$ cat config.mk
export PLATFORM = sky130hd
export DESIGN_NAME = card_number_luhn_brand_check
export DESIGN_NICKNAME = d
export VERILOG_FILES = /design/src/sv/clbc_pkg.sv /design/src/sv/card_number_luhn_brand_check.sv
export SDC_FILE = /design/constraint.sdc
export NUM_CORES = 1
export LEC_CHECK = 0
export BUFFER_PORTS_ARGS = -buffer_cell sky130_fd_sc_hd__buf_2
export CORE_MARGIN = 2
export CORE_UTILIZATION = 48
export DETAILED_ROUTE_END_ITERATION = 16
export PLACE_DENSITY = 0.66
export SYNTH_ARGS = -nofsm -noshare
export SYNTH_HDL_FRONTEND = slang
export SYNTH_SLANG_ARGS = --single-unit
$ cat constraint.sdc
create_clock -name clk -period 12.4 [get_ports clk]
set_input_delay 0.62 -clock clk [delete_from_list [all_inputs] [get_ports clk]]
set_output_delay 0.62 -clock clk [all_outputs]
set_load 0.05 [all_outputs]
$ cat src/sv/clbc_pkg.sv
// ----------------------------------------------------------------------------
// clbc_pkg
// Shared types and constants for the card number brand and Luhn checker.
// ----------------------------------------------------------------------------
package clbc_pkg;

  localparam int unsigned CARD_W   = 54;
  localparam int unsigned BRAND_W  = 2;
  localparam int unsigned COUNT_W  = 5;
  // 2^54 - 1 has 17 decimal digits
  localparam int unsigned NUM_DIG  = 17;
  localparam int unsigned BCD_W    = NUM_DIG * 4;
  localparam int unsigned CNT_W    = 6;

  localparam logic [CNT_W-1:0] CONV_LAST = CNT_W'(CARD_W - 1);
  localparam logic [CNT_W-1:0] SCAN_LAST = CNT_W'(NUM_DIG - 1);

  localparam logic [COUNT_W-1:0] LEN_VISA_SHORT = COUNT_W'(13);
  localparam logic [COUNT_W-1:0] LEN_AMEX       = COUNT_W'(15);
  localparam logic [COUNT_W-1:0] LEN_LONG       = COUNT_W'(16);

  typedef logic [BRAND_W-1:0] brand_t;

  localparam brand_t BRAND_INVALID = 2'd0;
  localparam brand_t BRAND_AMEX    = 2'd1;
  localparam brand_t BRAND_VISA    = 2'd2;
  localparam brand_t BRAND_MC      = 2'd3;

  typedef enum logic [1:0] {
    ST_IDLE,
    ST_CONV,
    ST_SCAN,
    ST_DONE
  } clbc_state_t;

endpackage

$ cat src/sv/card_number_luhn_brand_check.sv
// ----------------------------------------------------------------------------
// card_number_luhn_brand_check
// Converts a binary card number to decimal with a shift-and-add-3 unit,
// then scans the digits one per cycle for count, leading digits and the
// Luhn mod-10 sum, and reports the brand.
// ----------------------------------------------------------------------------
//
//  channel   ports                                  handshake
//  -------   -------------------------------------  ----------------------
//  input     in_card_number                         start && !busy
//  result    out_brand, out_digit_count             out_valid, one cycle
//
//  An item passes through the shift-and-add-3 loop (one input bit per
//  cycle), the digit scan (one digit per cycle) and the ST_DONE state,
//  which forms the brand for the result strobe.
//  busy is high from the cycle after accept through the ST_DONE state and
//  is low during the strobe; a new item may be accepted at the edge that
//  ends the strobe cycle, so an item is not taken before the last is through.
//  rst_n clears the sequencer and the strobe. The receiver cannot stall.
//
module card_number_luhn_brand_check (
  input  logic                          clk,
  input  logic                          rst_n,
  input  logic                          start,
  output logic                          busy,
  input  logic [clbc_pkg::CARD_W-1:0]   in_card_number,
  output logic                          out_valid,
  output logic [clbc_pkg::BRAND_W-1:0]  out_brand,
  output logic [clbc_pkg::COUNT_W-1:0]  out_digit_count
);
  import clbc_pkg::*;

  clbc_state_t          state_r, state_nxt;
  logic [CNT_W-1:0]     cnt_r, cnt_nxt;
  logic [CARD_W-1:0]    bin_r, bin_nxt;
  logic [BCD_W-1:0]     bcd_r, bcd_nxt;
  logic [3:0]           sum_r, sum_nxt;
  logic [COUNT_W-1:0]   count_r, count_nxt;
  logic [3:0]           lead_r, lead_nxt;
  logic [3:0]           next_r, next_nxt;
  logic [3:0]           prev_r, prev_nxt;
  logic                 out_valid_r, out_valid_nxt;
  brand_t               out_brand_r, out_brand_nxt;
  logic [COUNT_W-1:0]   out_count_r, out_count_nxt;

  logic [BCD_W-1:0]     bcd_adj;
  logic [3:0]           dig;
  logic [4:0]           dig_w;
  logic [4:0]           sum_add;
  logic                 is_amex, is_visa, is_mc;
  brand_t               brand_c;

  // add-3 correction on every digit lane
  always_comb begin
    for (int i = 0; i < NUM_DIG; i++) begin
      if (bcd_r[i*4 +: 4] >= 4'd5) begin
        bcd_adj[i*4 +: 4] = bcd_r[i*4 +: 4] + 4'd3;
      end else begin
        bcd_adj[i*4 +: 4] = bcd_r[i*4 +: 4];
      end
    end
  end

  // Luhn weight on the current digit: double odd positions, fold above nine
  always_comb begin
    dig = bcd_r[3:0];
    if (cnt_r[0]) begin
      dig_w = {dig, 1'b0};
      if (dig_w > 5'd9) begin
        dig_w = dig_w - 5'd9;
      end
    end else begin
      dig_w = {1'b0, dig};
    end
    sum_add = {1'b0, sum_r} + dig_w;
    if (sum_add >= 5'd10) begin
      sum_add = sum_add - 5'd10;
    end
  end

  always_comb begin
    is_amex = (count_r == LEN_AMEX) && (lead_r == 4'd3) &&
              ((next_r == 4'd4) || (next_r == 4'd7));
    is_visa = ((count_r == LEN_VISA_SHORT) || (count_r == LEN_LONG)) &&
              (lead_r == 4'd4);
    is_mc   = (count_r == LEN_LONG) && (lead_r == 4'd5) &&
              (next_r >= 4'd1) && (next_r <= 4'd5);
    if (sum_r != 4'd0) begin
      brand_c = BRAND_INVALID;
    end else if (is_amex) begin
      brand_c = BRAND_AMEX;
    end else if (is_visa) begin
      brand_c = BRAND_VISA;
    end else if (is_mc) begin
      brand_c = BRAND_MC;
    end else begin
      brand_c = BRAND_INVALID;
    end
  end

  always_comb begin
    state_nxt     = state_r;
    cnt_nxt       = cnt_r;
    bin_nxt       = bin_r;
    bcd_nxt       = bcd_r;
    sum_nxt       = sum_r;
    count_nxt     = count_r;
    lead_nxt      = lead_r;
    next_nxt      = next_r;
    prev_nxt      = prev_r;
    out_valid_nxt = 1'b0;
    out_brand_nxt = out_brand_r;
    out_count_nxt = out_count_r;
    case (state_r)
      ST_IDLE: begin
        if (start) begin
          state_nxt = ST_CONV;
          cnt_nxt   = '0;
          bin_nxt   = in_card_number;
          bcd_nxt   = '0;
          sum_nxt   = '0;
          count_nxt = COUNT_W'(1);
          lead_nxt  = '0;
          next_nxt  = '0;
          prev_nxt  = '0;
        end
      end
      ST_CONV: begin
        bcd_nxt = {bcd_adj[BCD_W-2:0], bin_r[CARD_W-1]};
        bin_nxt = {bin_r[CARD_W-2:0], 1'b0};
        if (cnt_r == CONV_LAST) begin
          state_nxt = ST_SCAN;
          cnt_nxt   = '0;
        end else begin
          cnt_nxt = cnt_r + 1'b1;
        end
      end
      ST_SCAN: begin
        sum_nxt  = sum_add[3:0];
        prev_nxt = dig;
        bcd_nxt  = {4'd0, bcd_r[BCD_W-1:4]};
        // track the highest nonzero digit and the one below it
        if (dig != 4'd0) begin
          count_nxt = cnt_r[COUNT_W-1:0] + 1'b1;
          lead_nxt  = dig;
          next_nxt  = prev_r;
        end
        if (cnt_r == SCAN_LAST) begin
          state_nxt = ST_DONE;
          cnt_nxt   = '0;
        end else begin
          cnt_nxt = cnt_r + 1'b1;
        end
      end
      ST_DONE: begin
        out_valid_nxt = 1'b1;
        out_brand_nxt = brand_c;
        out_count_nxt = count_r;
        state_nxt     = ST_IDLE;
      end
      default: begin
        state_nxt = ST_IDLE;
      end
    endcase
  end

  always_ff @(posedge clk) begin
    if (!rst_n) begin
      state_r     <= ST_IDLE;
      cnt_r       <= '0;
      out_valid_r <= 1'b0;
    end else begin
      state_r     <= state_nxt;
      cnt_r       <= cnt_nxt;
      out_valid_r <= out_valid_nxt;
    end
  end

  always_ff @(posedge clk) begin
    bin_r       <= bin_nxt;
    bcd_r       <= bcd_nxt;
    sum_r       <= sum_nxt;
    count_r     <= count_nxt;
    lead_r      <= lead_nxt;
    next_r      <= next_nxt;
    prev_r      <= prev_nxt;
    out_brand_r <= out_brand_nxt;
    out_count_r <= out_count_nxt;
  end

  assign busy            = (state_r != ST_IDLE);
  assign out_valid       = out_valid_r;
  assign out_brand       = out_brand_r;
  assign out_digit_count = out_count_r;

`ifndef SYNTHESIS
  a_accept_busy: assert property (@(posedge clk) disable iff (!rst_n)
    (start && !busy) |=> busy)
    else $error("accepted item did not raise busy");

  a_strobe_from_done: assert property (@(posedge clk) disable iff (!rst_n)
    out_valid |-> (!busy && $past(state_r == ST_DONE)))
    else $error("result strobe without finishing an item");

  a_count_range: assert property (@(posedge clk) disable iff (!rst_n)
    out_valid |-> ((out_digit_count != 5'd0) && (out_digit_count <= 5'd17)))
    else $error("digit count out of range");

  a_brand_len: assert property (@(posedge clk) disable iff (!rst_n)
    (out_valid && (out_brand != BRAND_INVALID)) |->
      ((out_digit_count == LEN_VISA_SHORT) || (out_digit_count == LEN_AMEX) ||
       (out_digit_count == LEN_LONG)))
    else $error("brand reported for a length that has none");
`endif

endmodule
# [Yosys cells after proc, flatten, opt, wreduce, memory -nomap -nowiden]
# Index checks and enable logic that the tools add are counted.
# W data, S select, Z words.
[totals] out_inout_bits=9 register_bits=159 word_cells=140
[op_classes] magnitude_cmp=21 n_addsub=22 muxes=46 reduce_logical=21 n_eq_ne=17
[ops] cell="$pmux W68 S3" count=1
[ops] cell="$pmux W54 S2" count=1
[ops] cell="$mux W4" count=20
[ops] cell="$ge A4 B3 Y1 const B" count=17
[ops] cell="$mux W68" count=1
[ops] cell="$add A4 B2 Y4 const B" count=16
[ops] cell="$mux W54" count=1
[ops] cell="$pmux W4 S2" count=4
[ops] cell="$mux W5" count=4
[ops] cell="$mux W6" count=3
[ops] cell="$pmux W6 S3" count=1
[ops] cell="$eq A4 B3 Y1 const B" count=4
[ops] cell="$eq A5 B4 Y1 const B" count=2
[ops] cell="$mux W2" count=5
[ops] cell="$pmux W5 S2" count=1
[ops] cell="$ne A2 B2 Y1 const B" count=4
[ops] cell="$pmux W2 S4" count=1
[ops] cell="$reduce_bool A4 Y1" count=2
[ops] cell="$add A6 B1 Y6 const B" count=1
[ops] cell="$eq A6 B5 Y1 const B" count=1
[ops] cell="$eq A6 B6 Y1 const B" count=1
[ops] cell="$logic_and A1 B1 Y1" count=6
[ops] cell="$reduce_and A2 Y1" count=3
[ops] cell="$reduce_and A3 Y1" count=2
[ops] cell="20 further kinds" count=25

# [Depth between registers and ports, before layout]
[logic_depth] ltp_word=7 mapped_depth=14 ltp_nobuf=14

# [Least setup slack after synthesis]
# OpenSTA, ideal clock, no wires.
[synth_path] path_type="register -> register" startpoint="reg state_r[1]" endpoint="reg bin_r[0] (enable)" arrival_time_ps=5173 setup_time_ps=540 required_time_ps=11860 n_path_buf=2 stages_incl_launch_ff=7 slack_ps=6687 cell_sequence="dfxtp_1 inv_1 ha_1 buf_1 clkbuf_1 inv_1 o21ai_0"
[synth_between] elab_chain_cells=3 word_cells_on_any_way=5 classes_between="eq/ne: 2; reduce/logical: 3"
[synth_rtl] element="start: declaration" line_no="card_number_luhn_brand_check.sv:33" source="clbc_state_t state_r, state_nxt;"
[synth_rtl] element="start signal: assignment" line_no="card_number_luhn_brand_check.sv:173" source="state_r <= state_nxt;"
[synth_rtl] element="$eq A2 B1 Y1 / $logic_not A2 Y1 (equally long branches)" line_no="card_number_luhn_brand_check.sv:114" source="case (state_r)"
[synth_rtl] element="$reduce_bool A2 Y1 (no source line) / $ne A2 B2 Y1 (equally long branches)"
[synth_rtl] element="$reduce_and A2 Y1 (no source line) (*)"
[synth_rtl] element="end signal: assignment" line_no="card_number_luhn_brand_check.sv:180" source="bin_r <= bin_nxt;"
[synth_rtl] element="end: declaration" line_no="card_number_luhn_brand_check.sv:35" source="logic [CARD_W-1:0] bin_r, bin_nxt;"
# Every way passes the cells marked *; elsewhere a longest branch is shown, timed or not.
# A chain may end at the register's enable or synchronous reset.

# [Final worst setup path]
[layout_path] startpoint="reg bcd_r[0]" endpoint="reg sum_r[3], data pin"
[layout_between] elab_chain_cells=7 word_cells_on_any_way=9 classes_between="add/sub: 3; order compare: 2; mux: 4"
[layout_rtl] element="start: declaration" line_no="card_number_luhn_brand_check.sv:36" source="logic [BCD_W-1:0] bcd_r, bcd_nxt;"
[layout_rtl] element="start signal: assignment" line_no="card_number_luhn_brand_check.sv:181" source="bcd_r <= bcd_nxt;"
[layout_rtl] element="$sub A5 B4 Y5 / $gt A5 B4 Y1 (equally long branches)" line_no="card_number_luhn_brand_check.sv:70, card_number_luhn_brand_check.sv:69"
[layout_rtl] element="$mux W5" line_no="card_number_luhn_brand_check.sv:69" source="if (dig_w > 5'd9) begin"
[layout_rtl] element="$mux W5 (*)" line_no="card_number_luhn_brand_check.sv:67" source="if (cnt_r[0]) begin"
[layout_rtl] element="$add A4 B5 Y5 (*)" line_no="card_number_luhn_brand_check.sv:75" source="sum_add = {1'b0, sum_r} + dig_w;"
[layout_rtl] element="$sub A4 B4 Y4 / $ge A5 B4 Y1 (equally long branches)" line_no="card_number_luhn_brand_check.sv:77, card_number_luhn_brand_check.sv:76"
[layout_rtl] element="$mux W4 (*)" line_no="card_number_luhn_brand_check.sv:76" source="if (sum_add >= 5'd10) begin"
[layout_rtl] element="$pmux W4 S2 (*)" line_no="card_number_luhn_brand_check.sv:114"
[layout_rtl] element="end signal: assignment" line_no="card_number_luhn_brand_check.sv:182" source="sum_r <= sum_nxt;"
[layout_rtl] element="end: declaration" line_no="card_number_luhn_brand_check.sv:37" source="logic [3:0] sum_r, sum_nxt;"
# Marks and branches as above.

==> flow_summary.yaml <==
timing:
  finalSetupTns_ns: 0
  worst_slew_margin_rel_pct: 21.3
  rsz0062_at_grt: "no"
  final_critical_path_share_of_the_clock_period_pct: 28.5
  tightest_slew_ns: 1.17
  final_period_minus_worst_setup_slack_ns: 3.53
  timing.final.setup_violations: 0
  slew_violations: 0
  worst_hold_slack_ns: 0.466
  achievable-frequency_ghz: 0.283
  finalClockSkew_ns: 0.0125
  final_hold_viol_count: 0
pwr:
  power.share.combinational_pct: 35.6
  p_leak_nw: 3.54
  power.share.switching_pct: 37.1
  power.share.sequential_pct: 43.4
  switchingPower_w: 0.000885
  p_int_w: 0.00150
  clock_power_share_pct: 21.0
  power-per-cell-area_nw_per_um2: 249
  irDropWorstVdd_mv: 0.135
drt:
  drc_violations: 0
  vias_per_cell: 5.40
  totalWireLength_um: 15700
  detail-route-antenna-nets: 0
  drt_first_iter_violations: 387
  wl_per_cell_um: 15.0
  dr.pass1.iters: 4
  detailroute.via_count: 5655
global_route:
  grt_max_degree: 68
  gr-usage-all-layers_pct: 17.8
  grt_first_pass_wirelength_um: 26600
  antenna_found_initial: 1
  grt_overflow: 0
  first_global_vias: 5793
clocking:
  postCtsHoldBufs: 0
  post-cts-setup-buffer-count: 0
  clk_transition_reported_paths_ns: 0.06
  cts_repair_resize_count: 0
  tritoncts: "built"
  clkLatencyLatePin_ns: 0.43
  cts.sinks: 159
  htree_num_levels: 4
  cts-buffers-inserted: 17
  clk_path_buf_depth: 2
  clock-root-buffer: "sky130_fd_sc_hd__clkbuf_16"
synth:
  combined_area_of_all_synthesized_cells_sq_um: 8490
  synth-edff-count: 150
  postSynthNetCount: 854
  syn_avg_cell_area_sq_um: 11.3
  synth_area_leaders: "sky130_fd_sc_hd__edfxtp_1 53%, sky130_fd_sc_hd__ha_1 7.1%, sky130_fd_sc_hd__mux2_2 7.0%"
  synth_cell_types: 45
  ys_ff_latch: 159
  yosysWarnings: 0
  syn_inst: 748
  fraction_of_synthesized_cell_area_taken_by_the_top_area_cell_type_pct: 53.1
  postSynth.asyncResetShare_pct: 0
  postSynth.topFlopCell: "sky130_fd_sc_hd__edfxtp_1"
  netlist.top_cell.by_area: "sky130_fd_sc_hd__edfxtp_1"
  synth.yosys.seq_area_share_pct: 55.2
critical_path:
  worstSetupPathType: "register to register"
  endpoint_kind: "register"
  critical_path_arrival_ns: 3.82
  startpoint_class_of_the_critical_path: "register"
  maximum_fanout_count_along_the_critical_path: 8
  critical_path_required_ns: 12.68
placed_design:
  io_buffers: 65
  gp_routability_congestion: 0.791
  detailedPlacementHpwl_um: 10600
floorplanning:
  floorplan.initialDensity_pct: 49.1
  floorplan.core_area_sq_um: 17300
  die_area_sq_um: 18800
  io_pins: 66
  die_h_um: 137
  rows: 48
  die_w_um: 137
cells_and_area:
  flow.area_growth_from_synthesis_pct: 13.0
  layout-drive-gt1-share_pct: 19.7
  layout.nets: 914
  fill_cells: 1461
worst_hold_path:
  hp-class: "register to register"
outcome:
  outcome: "finished clean"
flow_run:
  max_cap_viol: 0
==> layer usage <==
| layer | GRT usage, % | share of wire, % |
|---|---|---|
| met1 | 21.9 | 44 |
| met2 | 30.0 | 50 |
| met3 | 4.41 | 4.0 |
| met4 | 7.22 | 2.0 |
| met5 | 0 | 0 |
==> critical path, cell delays in order (launching register included) <==
cell                       delay, ns
sky130_fd_sc_hd__edfxtp_1       0.48
sky130_fd_sc_hd__inv_1          0.18
sky130_fd_sc_hd__ha_1           0.33
sky130_fd_sc_hd__inv_1          0.11
sky130_fd_sc_hd__a21oi_1        0.27
sky130_fd_sc_hd__xnor2_1        0.15
sky130_fd_sc_hd__mux2i_1        0.14
sky130_fd_sc_hd__fa_1           0.46
sky130_fd_sc_hd__xnor2_1        0.29
sky130_fd_sc_hd__inv_1          0.08
sky130_fd_sc_hd__ha_1           0.23
sky130_fd_sc_hd__or4_1          0.52
sky130_fd_sc_hd__a21oi_1        0.15
==> path summary, 6_finish.rpt <==
path                             end       start  cells past startpoint  slack, ns
setup / recovery            sum_r[3]    bcd_r[0]                     12       8.87
hold / removal    out_digit_count[4]  count_r[4]                      0       0.47
setup reg to reg            sum_r[3]    bcd_r[0]                     12       8.87
hold reg to reg   out_digit_count[4]  count_r[4]                      0       0.47
==> flip-flops by register name, indices dropped and copies added, names as in the netlist <==
signal           count
bcd_r               68
bin_r               54
cnt_r                6
count_r              5
out_digit_count      5
lead_r               4
next_r               4
prev_r               4
sum_r                4
out_brand            2
state_r              2
out_valid            1
==> placed cells by master (no fill, tap or decap), types with 5 or more instances in the layout <==
cell / n
sky130_fd_sc_hd__nand2_1: 81
sky130_fd_sc_hd__buf_2: 65
sky130_fd_sc_hd__a21oi_1: 65
sky130_fd_sc_hd__nand3_1: 12
sky130_fd_sc_hd__nor2_1: 32
sky130_fd_sc_hd__nor3_1: 5
sky130_fd_sc_hd__ha_1: 47
sky130_fd_sc_hd__edfxtp_1: 150
sky130_fd_sc_hd__nand2b_1: 21
sky130_fd_sc_hd__xnor2_1: 22
sky130_fd_sc_hd__clkbuf_16: 17
sky130_fd_sc_hd__o21ai_0: 76
sky130_fd_sc_hd__o31ai_1: 12
sky130_fd_sc_hd__mux2_2: 53
sky130_fd_sc_hd__xor2_1: 13
sky130_fd_sc_hd__inv_6: 5
sky130_fd_sc_hd__and2_1: 8
sky130_fd_sc_hd__dfxtp_1: 9
sky130_fd_sc_hd__nor3b_1: 22
sky130_fd_sc_hd__inv_1: 49
==> cell type report <==
type / instances / area [sq um] / area share [%]
antenna: 1 / 2.50 / 0.0261
multi-input combinational: 511 / 3520 / 36.7
timing repair buffer: 69 / 355 / 3.71
tap: 225 / 282 / 2.94
sequential: 159 / 4680 / 48.8
inverter: 50 / 188 / 1.96
clock buffer: 19 / 443 / 4.62
clock inverter: 13 / 120 / 1.25
==> power by group through the flow <==
stage / combinational [W] / sequential [W] / clock (W)
3_5_place_dp: 0.000847 / 0.00104 / 0
6_report: 0.000848 / 0.00103 / 0.000501
3_3_place_gp: 0.000798 / 0.00103 / 0
4_1_cts: 0.000854 / 0.00104 / 0.000512
2_1_floorplan: 0.000684 / 0.00100 / 0
5_1_grt: 0.000959 / 0.00107 / 0.000533
==> Yosys cell counts (2+ instances only) <==
cell	number
sky130_fd_sc_hd__a211o_1	2
sky130_fd_sc_hd__a211oi_1	2
sky130_fd_sc_hd__a21o_1	2
sky130_fd_sc_hd__a21oi_1	65
sky130_fd_sc_hd__a2bb2oi_1	2
sky130_fd_sc_hd__and2_1	9
sky130_fd_sc_hd__buf_1	2
sky130_fd_sc_hd__clkbuf_1	25
sky130_fd_sc_hd__dfxtp_1	9
sky130_fd_sc_hd__edfxtp_1	150
sky130_fd_sc_hd__ha_1	48
sky130_fd_sc_hd__inv_1	50
sky130_fd_sc_hd__mux2_2	53
sky130_fd_sc_hd__mux2i_1	4
sky130_fd_sc_hd__nand2_1	81
sky130_fd_sc_hd__nand2b_1	21
sky130_fd_sc_hd__nand3_1	12
sky130_fd_sc_hd__nand4_1	2
sky130_fd_sc_hd__nand4b_1	2
sky130_fd_sc_hd__nor2_1	32
sky130_fd_sc_hd__nor2b_1	4
sky130_fd_sc_hd__nor3_1	5
sky130_fd_sc_hd__nor3b_1	22
sky130_fd_sc_hd__o21ai_0	77
sky130_fd_sc_hd__o31ai_1	12
sky130_fd_sc_hd__or4_1	2
sky130_fd_sc_hd__or4b_2	2
sky130_fd_sc_hd__xnor2_1	22
sky130_fd_sc_hd__xor2_1	13
==> logic make-up (layout without fill, tap and decap cells) <==
group	count (synthesis)	after routing	share of synthesized area, %
other	0	1	0
AO/OA/AOI/OAI	168	168	10.8
multiplexers	57	57	7.51
adder cells (fa/ha/maj)	49	49	7.31
XOR/XNOR	35	35	3.61
AND/OR/NAND/NOR	202	202	12.0
buffers and inverters	78	151	3.54
flip-flops	159	159	55.2
==> through the flow <==
step / setup slack, ns / utilization, % / cells / cell area, sq um / total power (W)
detailed placement: 8.91 / 52.2 / 1014 / 9020 / 0.00189
CTS: 8.89 / 55.4 / 1046 / 9590 / 0.00240
global placement: 9.12 / 52.2 / 1014 / 9020 / 0.00183
floorplan: 6.69 / - / 748 / 8490 / 0.00169
global route: 8.61 / 55.4 / 1047 / 9590 / 0.00256
finish: 8.87 / 55.4 / 1047 / 9590 / 0.00238
No activity file was read; power rests on OpenSTA's default activity.
